**src/rtl/sorted_max_priority_queue_assert.svh**
```systemverilog
// ----------------------------------------------------------------------------
// Sorted max-priority queue: assertion macros
// Clocked implication checks used by the queue's top-level RTL file.
// ----------------------------------------------------------------------------
`ifndef SORTED_MAX_PRIORITY_QUEUE_ASSERT_SVH
`define SORTED_MAX_PRIORITY_QUEUE_ASSERT_SVH

// Same-cycle implication, disabled while reset is asserted.
`define SMPQ_ASSERT_IMP(name, clk, rstn, ante, cons, msg) \
    name: assert property (@(posedge clk) disable iff (!(rstn)) (ante) |-> (cons)) \
        else $error(msg);

// Next-cycle implication, disabled while reset is asserted.
`define SMPQ_ASSERT_NEXT(name, clk, rstn, ante, cons, msg) \
    name: assert property (@(posedge clk) disable iff (!(rstn)) (ante) |=> (cons)) \
        else $error(msg);

`endif

```
**src/rtl/smpq_pkg.sv**
```systemverilog
// ----------------------------------------------------------------------------
// Sorted max-priority queue: package
// Operation codes and the control bundle broadcast to every cell.
// ----------------------------------------------------------------------------
package smpq_pkg;

    typedef enum logic {
        KIND_PUSH = 1'b0,
        KIND_POP  = 1'b1
    } kind_t;

    // Operation applied to the whole row in the current cycle.
    typedef struct packed {
        logic push;
        logic pop;
    } cell_ctrl_t;

endpackage

```
**src/rtl/smpq_cell.sv**
```systemverilog
// ----------------------------------------------------------------------------
// Sorted max-priority queue: storage cell
// One slot of the descending row. On a push the cell keeps its entry, takes
// the new value or takes its left neighbour's entry; on a pop it takes its
// right neighbour's entry.
// ----------------------------------------------------------------------------
module smpq_cell #(
    parameter int VALUE_WIDTH = 32
) (
    input  logic                    aclk,
    input  logic                    aresetn,
    input  smpq_pkg::cell_ctrl_t    ctrl,
    input  logic [VALUE_WIDTH-1:0]  weight,
    input  logic [VALUE_WIDTH-1:0]  left_value,
    input  logic                    left_valid,
    input  logic                    left_keep,
    input  logic [VALUE_WIDTH-1:0]  right_value,
    input  logic                    right_valid,
    output logic [VALUE_WIDTH-1:0]  value,
    output logic                    valid,
    output logic                    keep
);

    logic [VALUE_WIDTH-1:0] value_reg;
    logic [VALUE_WIDTH-1:0] value_next;
    logic                   valid_reg;
    logic                   valid_next;

    // Strictly greater: an equal incoming value goes ahead of this entry.
    assign keep = valid_reg && ($signed(value_reg) > $signed(weight));

    always_comb begin
        value_next = value_reg;
        valid_next = valid_reg;
        priority if (ctrl.push) begin
            valid_next = left_valid;
            priority if (keep) begin
                value_next = value_reg;
            end else if (left_keep) begin
                value_next = weight;
            end else begin
                value_next = left_value;
            end
        end else if (ctrl.pop) begin
            value_next = right_value;
            valid_next = right_valid;
        end
    end

    always_ff @(posedge aclk) begin
        if (!aresetn) begin
            valid_reg <= 1'b0;
        end else begin
            valid_reg <= valid_next;
        end
    end

    always_ff @(posedge aclk) begin
        value_reg <= value_next;
    end

    assign value = value_reg;
    assign valid = valid_reg;

endmodule

```
**src/rtl/sorted_max_priority_queue.sv**
```systemverilog
// ----------------------------------------------------------------------------
// Sorted max-priority queue: top level
// Row of DEPTH compare-and-shift cells holding signed values largest first.
// ----------------------------------------------------------------------------
// The queue takes one push or pop per clock cycle and returns its result in the
// cycle after the input beat is accepted. Every cell compares its own entry
// with the incoming value in parallel and moves at most one slot, so an
// insert or a pop completes in the accepting cycle; s_ready drops only while
// a result beat waits on m_ready. The result fields are read straight from
// the head cell and the count register, which cannot change until that beat
// has gone. A push to a full queue and a pop from an empty queue leave the
// contents alone and set m_rejected; an empty queue reports a top value of
// all ones (-1). m_count carries the low five bits of the stored count.
// ----------------------------------------------------------------------------
`include "sorted_max_priority_queue_assert.svh"

module sorted_max_priority_queue #(
    parameter int DEPTH       = 16,
    parameter int VALUE_WIDTH = 32
) (
    input  logic                           aclk,
    input  logic                           aresetn,
    input  logic                           s_valid,
    output logic                           s_ready,
    input  logic                           s_kind,
    input  logic signed [VALUE_WIDTH-1:0]  s_weight,
    output logic                           m_valid,
    input  logic                           m_ready,
    output logic signed [VALUE_WIDTH-1:0]  m_top_value,
    output logic [4:0]                     m_count,
    output logic                           m_is_empty,
    output logic                           m_is_full,
    output logic                           m_rejected
);

    localparam int CNT_W = $clog2(DEPTH + 1);

    logic                    accept;
    logic                    is_pop;
    logic                    full;
    logic                    empty;
    smpq_pkg::cell_ctrl_t    ctrl;

    logic [VALUE_WIDTH-1:0]  cell_value [DEPTH];
    logic [DEPTH-1:0]        cell_valid;
    logic [DEPTH-1:0]        cell_keep;

    logic [CNT_W-1:0]        count_reg;
    logic [CNT_W-1:0]        count_next;
    logic [CNT_W+4:0]        count_ext;
    logic                    m_valid_reg;
    logic                    m_rejected_reg;

    assign s_ready = !m_valid_reg || m_ready;
    assign accept  = s_valid && s_ready;
    assign is_pop  = (smpq_pkg::kind_t'(s_kind) == smpq_pkg::KIND_POP);
    assign full    = cell_valid[DEPTH-1];
    assign empty   = !cell_valid[0];

    assign ctrl.push = accept && !is_pop && !full;
    assign ctrl.pop  = accept && is_pop && !empty;

    genvar i;
    generate
        for (i = 0; i < DEPTH; i++) begin : g_cell
            logic [VALUE_WIDTH-1:0] left_value;
            logic                   left_valid;
            logic                   left_keep;
            logic [VALUE_WIDTH-1:0] right_value;
            logic                   right_valid;

            if (i == 0) begin : g_head
                // Head slot always fills on a push.
                assign left_value = s_weight;
                assign left_valid = 1'b1;
                assign left_keep  = 1'b0;
            end else begin : g_body
                assign left_value = cell_value[i-1];
                assign left_valid = cell_valid[i-1];
                assign left_keep  = cell_keep[i-1];
            end

            if (i == DEPTH - 1) begin : g_tail
                // Tail slot empties on a pop.
                assign right_value = s_weight;
                assign right_valid = 1'b0;
            end else begin : g_inner
                assign right_value = cell_value[i+1];
                assign right_valid = cell_valid[i+1];
            end

            smpq_cell #(
                .VALUE_WIDTH (VALUE_WIDTH)
            ) u_cell (
                .aclk        (aclk),
                .aresetn     (aresetn),
                .ctrl        (ctrl),
                .weight      (s_weight),
                .left_value  (left_value),
                .left_valid  (left_valid),
                .left_keep   (left_keep),
                .right_value (right_value),
                .right_valid (right_valid),
                .value       (cell_value[i]),
                .valid       (cell_valid[i]),
                .keep        (cell_keep[i])
            );
        end
    endgenerate

    always_comb begin
        count_next = count_reg;
        priority if (ctrl.push) begin
            count_next = count_reg + CNT_W'(1);
        end else if (ctrl.pop) begin
            count_next = count_reg - CNT_W'(1);
        end
    end

    always_ff @(posedge aclk) begin
        if (!aresetn) begin
            count_reg      <= '0;
            m_valid_reg    <= 1'b0;
            m_rejected_reg <= 1'b0;
        end else begin
            count_reg <= count_next;
            if (accept) begin
                m_valid_reg    <= 1'b1;
                m_rejected_reg <= is_pop ? empty : full;
            end else if (m_ready) begin
                m_valid_reg <= 1'b0;
            end
        end
    end

    // Contents hold while a result beat waits, so read them directly.
    assign count_ext   = (CNT_W + 5)'(count_reg);
    assign m_valid     = m_valid_reg;
    assign m_top_value = cell_valid[0] ? cell_value[0] : '1;
    assign m_count     = count_ext[4:0];
    assign m_is_empty  = empty;
    assign m_is_full   = full;
    assign m_rejected  = m_rejected_reg;

    `SMPQ_ASSERT_IMP(a_empty_count, aclk, aresetn, 1'b1,
        (count_reg == '0) == empty, "head valid disagrees with count")
    `SMPQ_ASSERT_IMP(a_full_count, aclk, aresetn, 1'b1,
        (count_reg == CNT_W'(DEPTH)) == full, "tail valid disagrees with count")
    `SMPQ_ASSERT_NEXT(a_push_grows, aclk, aresetn, ctrl.push,
        count_reg == $past(count_reg) + CNT_W'(1), "push did not grow the queue")
    `SMPQ_ASSERT_NEXT(a_reject_flag, aclk, aresetn, accept && (is_pop ? empty : full),
        m_valid && m_rejected && $stable(count_reg), "refused beat not flagged")

    generate
        for (i = 0; i + 1 < DEPTH; i++) begin : g_order_chk
            `SMPQ_ASSERT_IMP(a_sorted, aclk, aresetn, cell_valid[i+1],
                cell_valid[i] && ($signed(cell_value[i]) >= $signed(cell_value[i+1])),
                "row out of order")
        end
    endgenerate

endmodule

```
**config.mk**
```make
export PLATFORM = sky130hd
export DESIGN_NAME = sorted_max_priority_queue
export DESIGN_NICKNAME = d
export VERILOG_FILES = /design/src/rtl/smpq_pkg.sv /design/src/rtl/smpq_cell.sv /design/src/rtl/sorted_max_priority_queue.sv
export VERILOG_INCLUDE_DIRS = /design/src /design/src/rtl
export SDC_FILE = /design/constraint.sdc
export NUM_CORES = 2
export LEC_CHECK = 0
export BUFFER_PORTS_ARGS = -buffer_cell sky130_fd_sc_hd__buf_2
export CORE_ASPECT_RATIO = 1.4
export CORE_MARGIN = 10
export CORE_UTILIZATION = 40
export DETAILED_ROUTE_END_ITERATION = 8
export RECOVER_POWER = 100
export SYNTH_ARGS = -nofsm -noshare
export SYNTH_HDL_FRONTEND = slang
export SYNTH_SLANG_ARGS = --single-unit
export TNS_END_PERCENT = 30
```
**constraint.sdc**
```tcl
create_clock -name aclk -period 10.2 [get_ports aclk]
set_input_delay 2.04 -clock aclk [delete_from_list [all_inputs] [get_ports aclk]]
set_output_delay 2.04 -clock aclk [all_outputs]
set_load 0.01 [all_outputs]
```
# Yosys cells after proc, flatten, opt, wreduce, memory -nomap -nowiden
# Index checks and enable logic that the tools add are counted.
[word_totals]
in_bits = 37
ff_bits = 535
wordCells = 214
output_inout_bits = 42
[op_classes]
n_lt_le_gt_ge = 16
eq_ne = 16
n_addsub = 2
n_mux = 101
reduce_logical = 44
[op_table]
columns = ["cell", "count"]
rows = [
  ["32-bit 2-to-1 mux", 64],
  ["32-bit greater-than comparator", 16],
  ["1-bit 2-to-1 mux", 35],
  ["2-bit inequality test (second input constant)", 16],
  ["2-bit AND reduction", 16],
  ["1-bit logical AND", 21],
  ["5-bit 2-to-1 mux", 2],
  ["5-bit by 1-bit adder with 5-bit output (second input constant)", 1],
  ["5-bit by 1-bit subtractor with 5-bit output (second input constant)", 1],
  ["1-bit logical NOT", 4],
  ["2-bit nonzero test", 2],
  ["1-bit logical OR", 1],
]

# Longest topological paths before layout
[logic_depth]
ltp_word = 7
mapped_depth = 12
depth_no_buf = 10

# By module
# Synthesis repeated with hierarchy kept, for this count alone.
[hier_totals]
hier_cells = 4363
hier_area_um2 = 41609.9
[by_module_without_submodules]
columns = ["module", "n_inst", "cells_each", "area_each_um2", "seq_area_each_um2"]
rows = [
  ["smpq_cell", 16, 267, 2557.5, 980.9],
  ["sorted_max_priority_queue", 1, 91, 690.7, 140.1],
]

# Worst setup path after synthesis
# OpenSTA, ideal clock, no wires.
[synth_timing]
path_type = "in2reg"
from = "input port s_weight[7]"
to = "register g_cell[0].u_cell.value_reg[0], enable pin"
required_ns = 9.734
stages = 10
arrival_ns = 6.386
slack_ns = 3.348
path_buffers = 1
setup_time_ns = 0.466
cell_sequence = "inv_1 -> ha_1 -> a21oi_1 -> o21ai_0 -> a221oi_1 -> o211ai_1 -> a21oi_1 -> mux2_2 -> clkbuf_1 -> o21ai_0"
[synth_between]
elab_chain_len = 4
[synth_rtl]
columns = ["element", "line", "source"]
rows = [
  ["from (decl)", "sorted_max_priority_queue.sv:26", "input logic signed [VALUE_WIDTH-1:0] s_weight,"],
  ["32-bit greater-than comparator", "smpq_cell.sv:30", "assign keep = valid_reg && ($signed(value_reg) > $signed(weight));"],
  ["1-bit logical AND", "smpq_cell.sv:30", ""],
  ["2-bit inequality test (no line)", "--", ""],
  ["2-bit AND reduction (no line)", "--", ""],
  ["to (signal assigned)", "smpq_cell.sv:59", "value_reg <= value_next;"],
  ["to (decl)", "smpq_cell.sv:24", "logic [VALUE_WIDTH-1:0] value_reg;"],
]
# No other way between the ends.
# A chain may end at the register's enable or synchronous reset.

# Final worst setup path
[layout_timing]
from = "input port s_weight[7]"
to = "register g_cell[9].u_cell.value_reg[20], enable pin"
[layout_between]
elab_chain_len = 4
[layout_rtl]
columns = ["element", "line"]
rows = [
  ["32-bit greater-than comparator", "smpq_cell.sv:30"],
  ["1-bit logical AND", "smpq_cell.sv:30"],
  ["2-bit inequality test (no line)", "--"],
  ["2-bit AND reduction (no line)", "--"],
  ["to (signal assigned)", "smpq_cell.sv:59"],
  ["to (decl)", "smpq_cell.sv:24"],
]
# No other way between the ends.

==> summary.txt <==
Run status
  • Status: finished, violations left
  • Failing checks: max-capacitance violations, max-slew violations

Worst setup path
  • Arrival time at the worst endpoint: 8.10 ns
  • Element type at the critical path end: register
  • Type of the setup path with the least slack: in -> reg
  • Terminus of the critical flop-to-flop path: g_cell[4].u_cell.value[2]
  • Required time of the critical path: 10.36 ns
  • Reg2Reg Setup Slack: 3.63 ns
  • Startpoint of the worst-slack reg-to-reg timing path: m_valid
  • Worst Path Max Fanout: 34
  • R2R depth: 7
  • Type of origin of the critical path: input pin

Power and ir drop
  • Proportion of power drawn by combinational gates: 18.9%
  • Leak Pwr: 15.0 nW
  • Net switching power of the design: 1.81 mW
  • Power Internal: 4.42 mW
  • Sum of internal, switching and leakage power: 6.23 mW
  • Areal power density over the cells: 153 nW/um2
  • Switching part of the total: 29.0%
  • Clock network power share: 36.6%
  • Sequential power share: 44.5%
  • VDD IR-drop max: 0.139 mV

Die
  • Width of the chip: 278 um
  • Site Rows: 132
  • Effective utilization at floorplan: 40.4%
  • Area of the die: 106,000 um2
  • Die boundary height: 381 um
  • Core Footprint: 92,500 um2
  • Top Ports: 79

Drt
  • Total Wirelength: 102,000 um
  • Total iterations of the first detailed-routing run: 5
  • Routed len/inst: 20.8 um
  • Via count: 27,500
  • Starting DRT DRC Count: 2,166
  • Antenna violation net count after detailed routing: 0
  • DR vias/cell: 5.64
  • DR DRC count: 0

Final layout
  • Layout filler cell count: 8,867
  • Number of flip-flops under the largest register name: 512
  • Fraction of final layout cells sized beyond drive strength 1: 4.95%
  • Synthesis-to-finish area growth: 8.95%
  • Number of nets at the end of the flow: 4,154

Clocking
  • Number of instances resized during post-cts repair: 0
  • Longest Clk Path Bufs: 3
  • Clock net sink count: 535
  • TritonCTS clock tree: built
  • Clock transition at the registers of the reported paths: 0.07 ns
  • Quantity of hold-fixing buffers added after cts: 0
  • Clk_lat worst skew: 0.65 ns
  • Root buffer cell: clkbuf_16
  • Deepest level of the CTS H-tree: 2
  • Count of buffers added by post-CTS timing repair for setup: 0
  • Num CTS Buffers: 54

Worst hold path
  • Type of the tightest min-delay check: reg -> reg
  • Number of cells on the worst hold path: 2
  • Worst Hold Endpoint: m_count[3]
  • Hold path startpoint: m_count[3]

Timing
  • Total Negative Setup Slacks: 0 ns
  • Slew HR: -152%
  • Unrepaired setup endpoints after global routing: false
  • Number of endpoints failing setup at the final stage: 0
  • Worst Tran Pin Value: 3.77 ns
  • Final critical-path share of the clock period: 77.8%
  • Final hold viol count: 0
  • Final Max Slew Viols: 838
  • Final clock skew: 0.0241 ns
  • Post-layout minimum cycle time: 7.94 ns
  • Maximum frequency from static timing analysis: 0.126 GHz

Synth
  • Sequential fraction of the synthesis area: 42.4%
  • Netlist area before placement: 37,300 um2
  • Top_reg_cell synth: edfxtp_1
  • Yosys warnings: 0
  • Number of synthesized flops with an enable pin: 512
  • Post-synthesis area per instance: 10.2 um2
  • Count of distinct cell types in the synthesized netlist: 50
  • Synthesized net count: 4,177
  • Yosys top cell area share: 41.2%
  • Largest area contributor in the synthesized netlist: edfxtp_1
  • Share of async-settable or async-resettable flops after synthesis: 0%
  • Most numerous cell in the Yosys netlist: a21oi_1
  • Number of synthesized register bits: 535
  • Top cells by area, synth: edfxtp_1 (41%), ha_1 (16%), mux2i_1 (11%)
  • Gate count after technology mapping: 3,656
  • Most common library cells after synthesis: a21oi_1 (660), edfxtp_1 (512), ha_1 (483), nor2_1 (428), mux2i_1 (405)

Global route
  • Wire length of the first global-routing pass: 159,000 um
  • Via count of the first global-routing pass: 27,400
  • Number of antenna violations at the first check in global routing: 5
  • Maximum number of pins on one net before global-route repair: 258
  • GR Util All Layers: 18.5%
  • Sum of overflow across all layers after global routing: 0

Placed design
  • Number of port buffers: 78
  • Final RePlAce weighted congestion: 0.848
  • Detailed-placement wirelength estimate: 76,300 um

Flow run
  • Max-cap check violation count: 21
[layout make-up]
class | count | area (um2) | area share, %
diodes | 3 | 7.51 | 0.0185
clock inverters | 38 | 567 | 1.39
repair buffers | 122 | 644 | 1.58
multi-input cells | 2842 | 20400 | 50.1
clock buffers | 64 | 1430 | 3.51
well taps | 1206 | 1510 | 3.71
inverters | 78 | 300 | 0.738
flip-flops and latches | 535 | 15800 | 38.9
[how the worst max path moves through the flow]
stage,slack [ns],endpoint,cells after the start,start
detailed placement,3.51,g_cell[11].u_cell.value[6],11,s_weight[7]
global placement,3.59,g_cell[11].u_cell.value[26],11,s_weight[7]
finish,2.26,g_cell[9].u_cell.value[20],11,s_weight[7]
floorplan,3.35,g_cell[0].u_cell.value[0],10,s_weight[7]
global route,1.99,g_cell[10].u_cell.value[24],11,s_weight[7]
CTS,4.17,g_cell[11].u_cell.value[25],11,s_weight[7]
[placed cells by master (no fill, tap or decap), types with 16 or more instances in the layout]
| cell | count |
|---|---|
| nand3_1 | 42 |
| o21ai_0 | 118 |
| buf_2 | 35 |
| mux2i_1 | 410 |
| inv_1 | 77 |
| nand2b_1 | 32 |
| a21o_1 | 48 |
| nor4_1 | 26 |
| clkbuf_1 | 61 |
| nor2b_1 | 16 |
| nand2_1 | 239 |
| nand4_1 | 118 |
| buf_4 | 29 |
| mux2_1 | 30 |
| clkbuf_16 | 54 |
| dfxtp_1 | 23 |
| o211ai_1 | 38 |
| ha_1 | 483 |
| a21oi_1 | 660 |
| nor3_1 | 30 |
| nor2_1 | 428 |
| edfxtp_1 | 512 |
[routing by layer]
metal  up-vias  share of wire, %  track usage [%]
met1     13000                42             22.2
met5         -                 0                0
li1      13800                 -                -
met2       573                50             32.7
met4         0               4.7             8.74
met3       201               3.0             1.84
[metrics by stage]
step           area (um2)  cells  hold slack (ns)  util [%]  worst slack [ns]
5_1_grt             40700   4888            0.512      44.0              1.99
3_5_place_dp        38900   4783            0.470      42.1              3.51
6_report            40700   4888            0.479      44.0              2.26
2_1_floorplan       37300   3656            0.456         -              3.35
3_3_place_gp        38900   4783            0.463      42.1              3.59
4_1_cts             40900   4885            0.482      44.2              4.17
[worst max-delay path, cell delays in order]
cell and delay [ns]:
clkbuf_1 0.64, inv_1 0.62, ha_1 0.49, a21oi_1 0.14
o21ai_0 0.14, a221oi_1 0.47, o211ai_1 0.23, a21oi_1 0.31
mux2i_4 0.26, clkbuf_1 1.98, o21ai_4 0.76
[cell families after synthesis]
logic type	count (synthesis)	share of synthesized area (%)
XOR/XNOR	4	0.0939
AO/OA/AOI/OAI	950	14.1
AND/OR/NAND/NOR	954	11.4
flip-flops	535	42.4
multiplexers	450	12.6
buffers and inverters	279	3.14
adder cells (fa/ha/maj)	484	16.2
[power groups by stage]
stage	Combinational [mW]	Sequential, mW	Clock [mW]
6_report	1.18	2.77	2.28
5_1_grt	1.33	2.79	2.41
4_1_cts	1.18	2.77	2.34
3_5_place_dp	1.18	2.81	0
3_3_place_gp	1.15	2.81	0
2_1_floorplan	0.857	2.76	0
(Power assumes the default switching activity.)
